--- src/hw/rtl/mec_pkg.sv ---
// Shared types, constants and fixed-point helpers for the Mandelbrot escape counter.
// No dependencies; imported by mec_ctrl, mec_datapath and mandelbrot_escape_counter.
package mec_pkg;

	localparam int WORD_WIDTH  = 32;
	localparam int COUNT_WIDTH = 16;
	localparam int FRAC_BITS   = WORD_WIDTH - 4;
	localparam int IN_WIDTH    = 32;
	localparam int IN_FRAC     = 28;
	localparam int CFG_WIDTH   = 16;

	localparam int InShift = FRAC_BITS - IN_FRAC;
	localparam int InShL   = (InShift >= 0) ? InShift : 0;
	localparam int InShR   = (InShift < 0) ? -InShift : 0;
	localparam int LoadW   = WORD_WIDTH + IN_WIDTH;

	typedef logic signed [WORD_WIDTH-1:0]   word_t;
	typedef logic signed [2*WORD_WIDTH-1:0] prod_t;
	typedef logic [COUNT_WIDTH-1:0]         count_t;
	typedef logic [CFG_WIDTH-1:0]           cfg_t;

	localparam logic [CFG_WIDTH-1:0] MaxIterReset = CFG_WIDTH'(256);

	typedef enum logic [1:0] {
		ST_IDLE,
		ST_CHECK,
		ST_EVAL,
		ST_DONE
	} ctrl_state_t;

	typedef struct packed {
		logic load;
		logic mult;
		logic update;
	} dp_cmd_t;

	typedef struct packed {
		logic limit_hit;
		logic escaped;
	} dp_stat_t;

	// saturate a double-width value to the signed word range
	function automatic word_t sat_word(input prod_t v);
		prod_t hi;
		prod_t lo;
		hi = prod_t'({1'b0, {(WORD_WIDTH-1){1'b1}}});
		lo = -hi - prod_t'(1);
		if (v > hi) begin
			return word_t'(hi);
		end else if (v < lo) begin
			return word_t'(lo);
		end
		return v[WORD_WIDTH-1:0];
	endfunction

	// Q4.28 input to internal word, floor on right shift
	function automatic word_t load_input(input logic signed [IN_WIDTH-1:0] raw);
		logic signed [LoadW-1:0] wide;
		wide = LoadW'(raw);
		wide = (wide <<< InShL) >>> InShR;
		return wide[WORD_WIDTH-1:0];
	endfunction

endpackage

--- src/hw/rtl/mec_ctrl.sv ---
// Controller state machine for the Mandelbrot escape counter.
// Depends on mec_pkg; drives the datapath commands from its status.
module mec_ctrl import mec_pkg::*; (
	input  logic     clk,
	input  logic     arst_n,
	input  logic     start,
	input  dp_stat_t stat,
	output dp_cmd_t  cmd,
	output logic     busy,
	output logic     done
);

	ctrl_state_t state_q;
	ctrl_state_t state_d;

	always_ff @(posedge clk or negedge arst_n) begin
		if (!arst_n) begin
			state_q <= ST_IDLE;
		end else begin
			state_q <= state_d;
		end
	end

	always_comb begin
		state_d    = state_q;
		cmd        = '0;
		busy       = 1'b1;
		done       = 1'b0;
		case (state_q)
			ST_IDLE: begin
				busy = 1'b0;
				if (start) begin
					cmd.load = 1'b1;
					state_d  = ST_CHECK;
				end
			end
			ST_CHECK: begin
				if (stat.limit_hit) begin
					state_d = ST_DONE;
				end else begin
					cmd.mult = 1'b1;
					state_d  = ST_EVAL;
				end
			end
			ST_EVAL: begin
				if (stat.escaped) begin
					state_d = ST_DONE;
				end else begin
					cmd.update = 1'b1;
					state_d    = ST_CHECK;
				end
			end
			ST_DONE: begin
				busy = 1'b0;
				done = 1'b1;
				if (start) begin
					cmd.load = 1'b1;
					state_d  = ST_CHECK;
				end else begin
					state_d = ST_IDLE;
				end
			end
			default: begin
				state_d = ST_IDLE;
			end
		endcase
	end

endmodule

--- config.mk ---
export PLATFORM = sky130hd
export DESIGN_NAME = mec_ctrl
export DESIGN_NICKNAME = d
export VERILOG_FILES = /design/src/hw/rtl/mec_pkg.sv /design/src/hw/rtl/mec_ctrl.sv
export SDC_FILE = /design/constraint.sdc
export NUM_CORES = 1
export LEC_CHECK = 0
export ABC_AREA = 1
export BUFFER_PORTS_ARGS = -buffer_cell sky130_fd_sc_hd__buf_2
export CAP_MARGIN = 10
export CORE_AREA = 5 5 42 44
export DETAILED_ROUTE_END_ITERATION = 6
export DIE_AREA = 0 0 47 49
export PLACE_DENSITY = 0.43
export SLEW_MARGIN = 10
export SYNTH_ARGS = -nofsm -noshare
export SYNTH_HDL_FRONTEND = slang
export SYNTH_SLANG_ARGS = --single-unit
--- constraint.sdc ---
create_clock -name clk -period 1.75 [get_ports clk]
set_input_delay 0.2625 -clock clk [delete_from_list [all_inputs] [get_ports clk]]
set_output_delay 0.2625 -clock clk [all_outputs]
set_load 0.05 [all_outputs]
; ---- After elaboration in Yosys (flattened, before gate mapping)
; Index checks and enable logic that the tools add are counted.
; W data, S select, Z words.
[word_totals]
register_bits = 2
memories = 0
latchBits = 0
ram_bits = 0
rom_bits = 0
output_inout_bits = 5
input_bits = 5
[op_classes]
reduce_logical = 2
addsub = 0
n_eq_ne = 4
bitwise_logic = 0
mul = 0
n_mux = 13
n_shift = 0
order_cmp = 0
div_mod_pow = 0
[ops]
columns = op, n
row1 = $mux W1, 10
row2 = $pmux W2 S4, 1
row3 = $eq A2 B2 Y1 const B, 2
row4 = $mux W2, 2
row5 = $eq A2 B1 Y1 const B, 1
row6 = $logic_not A2 Y1, 1
row7 = $ne A2 B2 Y1 const B, 1
row8 = $reduce_or A2 Y1, 1

; ---- Longest topological paths before layout
; Gate-level depths: netlist of the first run.
[depth]
word_depth = 3
ltp_mapped = 6
mapped_depth_nobuf = 6

; ---- Worst setup path after synthesis of the first run
; No wires, ideal clock.
[synth_path]
path_type = register to output
startpoint = register state_q[0]
endpoint = output cmd[2] in the netlist's numbering
setup_slack_ns = -0.216
stages_incl_launch_ff = 4
t_arrival_ns = 1.703
t_required_ns = 1.487
n_path_buf = 0
path_cell_list = dfrtp_1 -> inv_1 -> ha_1 -> nor2_1
[synth_lines]
columns = element, line
row1 = from (decl), mec_ctrl.sv:13  ; ctrl_state_t state_q;
row2 = from (signal assigned), mec_ctrl.sv:20  ; state_q <= state_d;
row3 = to (decl), mec_ctrl.sv:8  ; output dp_cmd_t cmd,

==> impl_metrics.yaml, run 1 <==
critical_path:
  critical_path_class: "flop to primary output"
  cp_max_fo: 5
  end_kind: "primary output"
  r2r-start: "state_q[0]$_DFFE_PN0P_"
  worst_setup_path_start_kind: "flop"
  worst-endpoint-required_ns: 1.49
  r2r_setup_slack_ns: 0.56
  rr_worst_depth: 6
  crit_arrival_ns: 1.41
  reg2reg_to: "state_q[0]$_DFFE_PN0P_"
clock_network:
  cts_htree_levels: 1
  cts.clk_slew.worst_paths_ns: 0.03
  numCtsBuffers: 3
  clockBufferDepth: 2
  cts_root_buf: "clkbuf_4"
  clock_latency_ns: 0.22
  tritoncts: "built"
  cts_sinks: 2
sta:
  worstMarginPinSlew_ns: 0.249
  clock_skew_ns: 0.00156
  final_max_slew_viol_count: 0
  setup_viol: 0
  rsz0062_at_grt: "no"
  fin_crit_sh_pct: 95.5
  final_hold_viol_count: 0
  tns_ns: 0
  slew_headroom_pct: 83.5
  setup_slack_ns: 0.0794
  period_minus_slack_ns: 1.67
  hold_slack_ns: 0.343
  fmax_ghz: 0.599
die:
  fp.dieH_um: 49
  dieArea_mm2: 0.00230
  rows: 14
  io_pins: 10
  dieWidth_um: 47
  core_mm2: 0.00140
  initial_core_util_pct: 14.9
placement:
  dp_slack_ns: 0.287
  gp_congestion: 0.656
  place_hpwl_um: 343
  io_buffers: 9
  place_inst: 54
synthesis:
  yosysMostFrequentCell: "nand2_1"
  syn_area_um2: 209
  syn_area_per_cell_um2: 7.21
  synthArstFlopShare_pct: 100
  ys_ff_latch: 2
  syn_nets: 39
  synth.yosys.warnings: 0
  synth_edf_count: 0
  post-synth-top-area-cell: "ha_1"
  synth.distinct_cells: 10
  synth.area.top_cells: "ha_1 30%, dfrtp_1 24%, nand2_1 13%"
  synthDominantCellAreaShare_pct: 29.9
  ys_seq_area_share_pct: 24.0
  synthCells: 29
  synth_common_cells: "7 x nand2_1, 6 x nor2_1, 5 x ha_1"
  synth_flop_cell: "dfrtp_1"
drt:
  post-route-drc-count: 0
  route.vias.total: 196
  firstDrtPassIters: 1
  met1_length_um: 212
  met3WireLength_um: 40
  drtIter0Drc: 0
  wl_met2_um: 158
  top_layer_used: "met3"
  avgViaCountPerCell: 3.38
  detail_route.wl_per_cell_um: 7.10
  antenna_left: 0
  wirelength_um: 412
global_route:
  antenna_found_initial: 0
  grt_remaining_overflow: 0
  grt_pass1_vias: 181
  grt.total_usage_pct: 4.43
  grt_max_degree: 6
  grt_pass1_wl_um: 662
finish:
  largestRegisters: "state_q x2"
  syn2layout_area_growth_pct: 51.5
  drive_above_1_share_pct: 40.5
  largest_reg_flops: 2
  regMostFlops: "state_q"
  layout.cells.non_filler: 58
  diodes: 0
  nNetsFinal: 54
job:
  drv_cap: 0
hold_path:
  hp-class: "input pin to async pin"
status:
  status: "completed"
-- area by class of cell --
class | count | area, um2
Clock buffer | 3 | 22.5
Timing Repair Buffer | 10 | 57.6
Inverter | 5 | 18.8
Fill cell | 169 | 1080
Tap cell | 16 | 20.0
Multi-Input combinational cell | 22 | 148
Sequential cell | 2 | 50.0
-- layout by cell type (no fill, tap or decap), drive strengths merged --
cell type    n
buf          8
clkbuf       4
dfrtp        2
dlygate4sd3  1
ha           5
inv          5
nand2        9
nand3        1
nor2         7
-- through the flow --
step	cell area (um2)	util, %
6_report	317	22.6
3_3_place_gp	282	20.1
2_1_floorplan	216	-
3_5_place_dp	282	20.1
4_1_cts	314	22.4
5_1_grt	317	22.6
-- kinds of logic (layout without fill, tap and decap cells) --
kind of cell	Yosys count	in the layout	share of synthesized area (%)
AND/OR/NAND/NOR	17	17	37.1
buffers and inverters	5	18	8.98
adder cells (fa/ha/maj)	5	5	29.9
flip-flops	2	2	24.0
-- what timing repair did --
item	4_1_cts	5_1_grt
hold buffers	1	0
resized for setup	0	1
buffers inserted	0	0
endpoints found under the setup margin	0	1
endpoints found under the hold margin	2	0
-- worst max-delay path by stage --
stage | from | to | slack, ns | depth (start not counted)
after floorplan | state_q[0]$_DFFE_PN0P_ | cmd[0] | 0.12 | 4
after global placement | state_q[0]$_DFFE_PN0P_ | cmd[2] | 0.29 | 4
after detailed placement | state_q[0]$_DFFE_PN0P_ | cmd[2] | 0.29 | 4
after CTS | state_q[0]$_DFFE_PN0P_ | cmd[2] | 0.03 | 4
after global routing | state_q[0]$_DFFE_PN0P_ | cmd[2] | 0.01 | 4
final | state_q[0]$_DFFE_PN0P_ | cmd[2] | 0.08 | 4
-- critical path, cell delays in order (launching register included) --
cell and delay (ns):
dfrtp_1 0.41, inv_1 0.10, ha_1 0.35, nor2_4 0.10
clkbuf_4 0.22
-- routing by layer --
layer  vias up  global-route usage [%]
met2         8                    4.75
li1        111                       -
met4         0                    5.53
met3         0                    2.21
met5         -                       0
met1        77                    5.26
Power of run 1 is left out: the tool's default activity adds up to more than one toggle a clock period on the data nets, which glitch-free logic cannot reach.
==> run 2: changes to the inputs <==
--- a/config.mk
+++ b/config.mk
@@ -11,7 +11,6 @@
 export CORE_AREA = 5 5 42 44
 export DETAILED_ROUTE_END_ITERATION = 6
 export DIE_AREA = 0 0 47 49
-export PLACE_DENSITY = 0.43
 export SLEW_MARGIN = 10
 export SYNTH_ARGS = -nofsm -noshare
 export SYNTH_HDL_FRONTEND = slang
==> impl_metrics.yaml, run 2 (synthesis gave the netlist of run 1 again) <==
status:
  status: "completed"
die:
  initial_core_util_pct: 14.9
  io_pins: 10
  fp.dieH_um: 49
  dieWidth_um: 47
  core_mm2: 0.00140
  rows: 14
  dieArea_mm2: 0.00230
critical_path:
  worst_setup_path_start_kind: "flop"
  rr_worst_depth: 6
  end_kind: "primary output"
  slowest_delay_ns: 0.39
  worst-endpoint-required_ns: 1.49
  crit_arrival_ns: 1.39
  cp_cell_sequence: "inv_1 > ha_1 > nor2_4 > clkbuf_4"
  cp_max_fo: 5
  crit_path_top_delay_cell: "dfrtp_1"
  critical_path_class: "flop to primary output"
drt:
  antenna_left: 0
  detail_route.wl_per_cell_um: 7.67
  firstDrtPassIters: 2
  route.vias.total: 193
  post-route-drc-count: 0
  drtIter0Drc: 5
  wirelength_um: 445
  avgViaCountPerCell: 3.33
sta:
  rsz0062_at_grt: "no"
  fmax_ghz: 0.604
  tns_ns: 0
  setup_viol: 0
  final_max_slew_viol_count: 0
  worstMarginPinSlew_ns: 0.252
  period_minus_slack_ns: 1.65
  clock_skew_ns: 0.00295
  fin_crit_sh_pct: 94.5
  slew_headroom_pct: 83.3
  final_hold_viol_count: 0
clock_network:
  clock_latency_ns: 0.22
  clockBufferDepth: 2
  cts_root_buf: "clkbuf_4"
  tritoncts: "built"
  cts_htree_levels: 1
  cts_sinks: 2
  cts.clk_slew.worst_paths_ns: 0.03
  numCtsBuffers: 3
finish:
  diodes: 0
  largestRegisters: "state_q x2"
  drive_above_1_share_pct: 40.5
  layout_common_cells: "8 x buf_2, 7 x nand2_1, 5 x nor2_1, 5 x ha_1"
  fillers: 169
  nNetsFinal: 54
  multi_input_area_um2: 148
  final_common_cell: "buf_2"
  regArea_um2: 50.0
  syn2layout_area_growth_pct: 51.5
  regMostFlops: "state_q"
  largest_reg_flops: 2
placement:
  io_buffers: 9
  place_hpwl_um: 345
  gp_congestion: 0.735
global_route:
  grt_remaining_overflow: 0
  grt.total_usage_pct: 4.72
  grt_pass1_wl_um: 752
  grt_max_degree: 6
  antenna_found_initial: 0
  grt_pass1_vias: 198
hold_path:
  min_path_cells: 5
  hp-class: "input pin to flop"
job:
  drv_cap: 0
## run 2: cell counts in the layout (fill, tap and decap cells not counted)
Identical to the previous run, type by type.
## run 2: layer usage
metal  vias to the layer above  GRT usage (%)  part of all wire [%]
met5                         -              0                     0
met4                         0           2.76                     0
met3                         0           4.06                    15
met2                        10           5.43                    38
met1                        72           5.73                    47
li1                        111              -                     -
## run 2: cell type report
type                    instances  area share [%]
multi-input cells              22            46.6
repair buffers                 10            18.2
flip-flops and latches          2            15.8
clock buffers                   3            7.11
well taps                      16            6.32
inverters                       5            5.93
## run 2: what timing repair did
item                                   CTS  global route
hold buffers                             1             0
endpoints found under the hold margin    2             0
buffers inserted                         0             0
gates resized for setup                  0             1
setup endpoints to repair                0             1
## run 2: worst paths after layout
| check | start | slack (ns) | endpoint |
|---|---|---|---|
| max | state_q[0]$_DFFE_PN0P_ | 0.1 | cmd[2] |
| min | stat[0] | 0.35 | state_q[1]$_DFFE_PN0P_ |
| max reg2reg | state_q[0]$_DFFE_PN0P_ | 0.59 | state_q[0]$_DFFE_PN0P_ |
| min reg2reg | state_q[1]$_DFFE_PN0P_ | 0.54 | state_q[1]$_DFFE_PN0P_ |
| max in group asynchronous | arst_n | 1.29 | state_q[1]$_DFFE_PN0P_ |
| min in group asynchronous | arst_n | 0.36 | state_q[0]$_DFFE_PN0P_ |
## run 2: stage by stage
stage	worst slack [ns]	util (%)	hold slack [ns]	instance area, um2	cells
after floorplan	0.125	-	-0.0331	216	29
after global placement	0.286	20.1	0.0470	282	54
after detailed placement	0.283	20.1	0.0498	282	54
after CTS	0.0393	22.4	0.345	314	58
after global routing	0.00186	22.6	0.371	317	58
final	0.0955	22.6	0.351	317	58
## run 2: critical path, delay by kind of cell (launching register included)
kind / cells / cell delay (ns)
adder cells (fa/ha/maj): 1 / 0.34
buffers and inverters: 2 / 0.32
AND/OR/NAND/NOR: 1 / 0.10
flip-flops: 1 / 0.39
Power of run 2 is left out for the same reason.
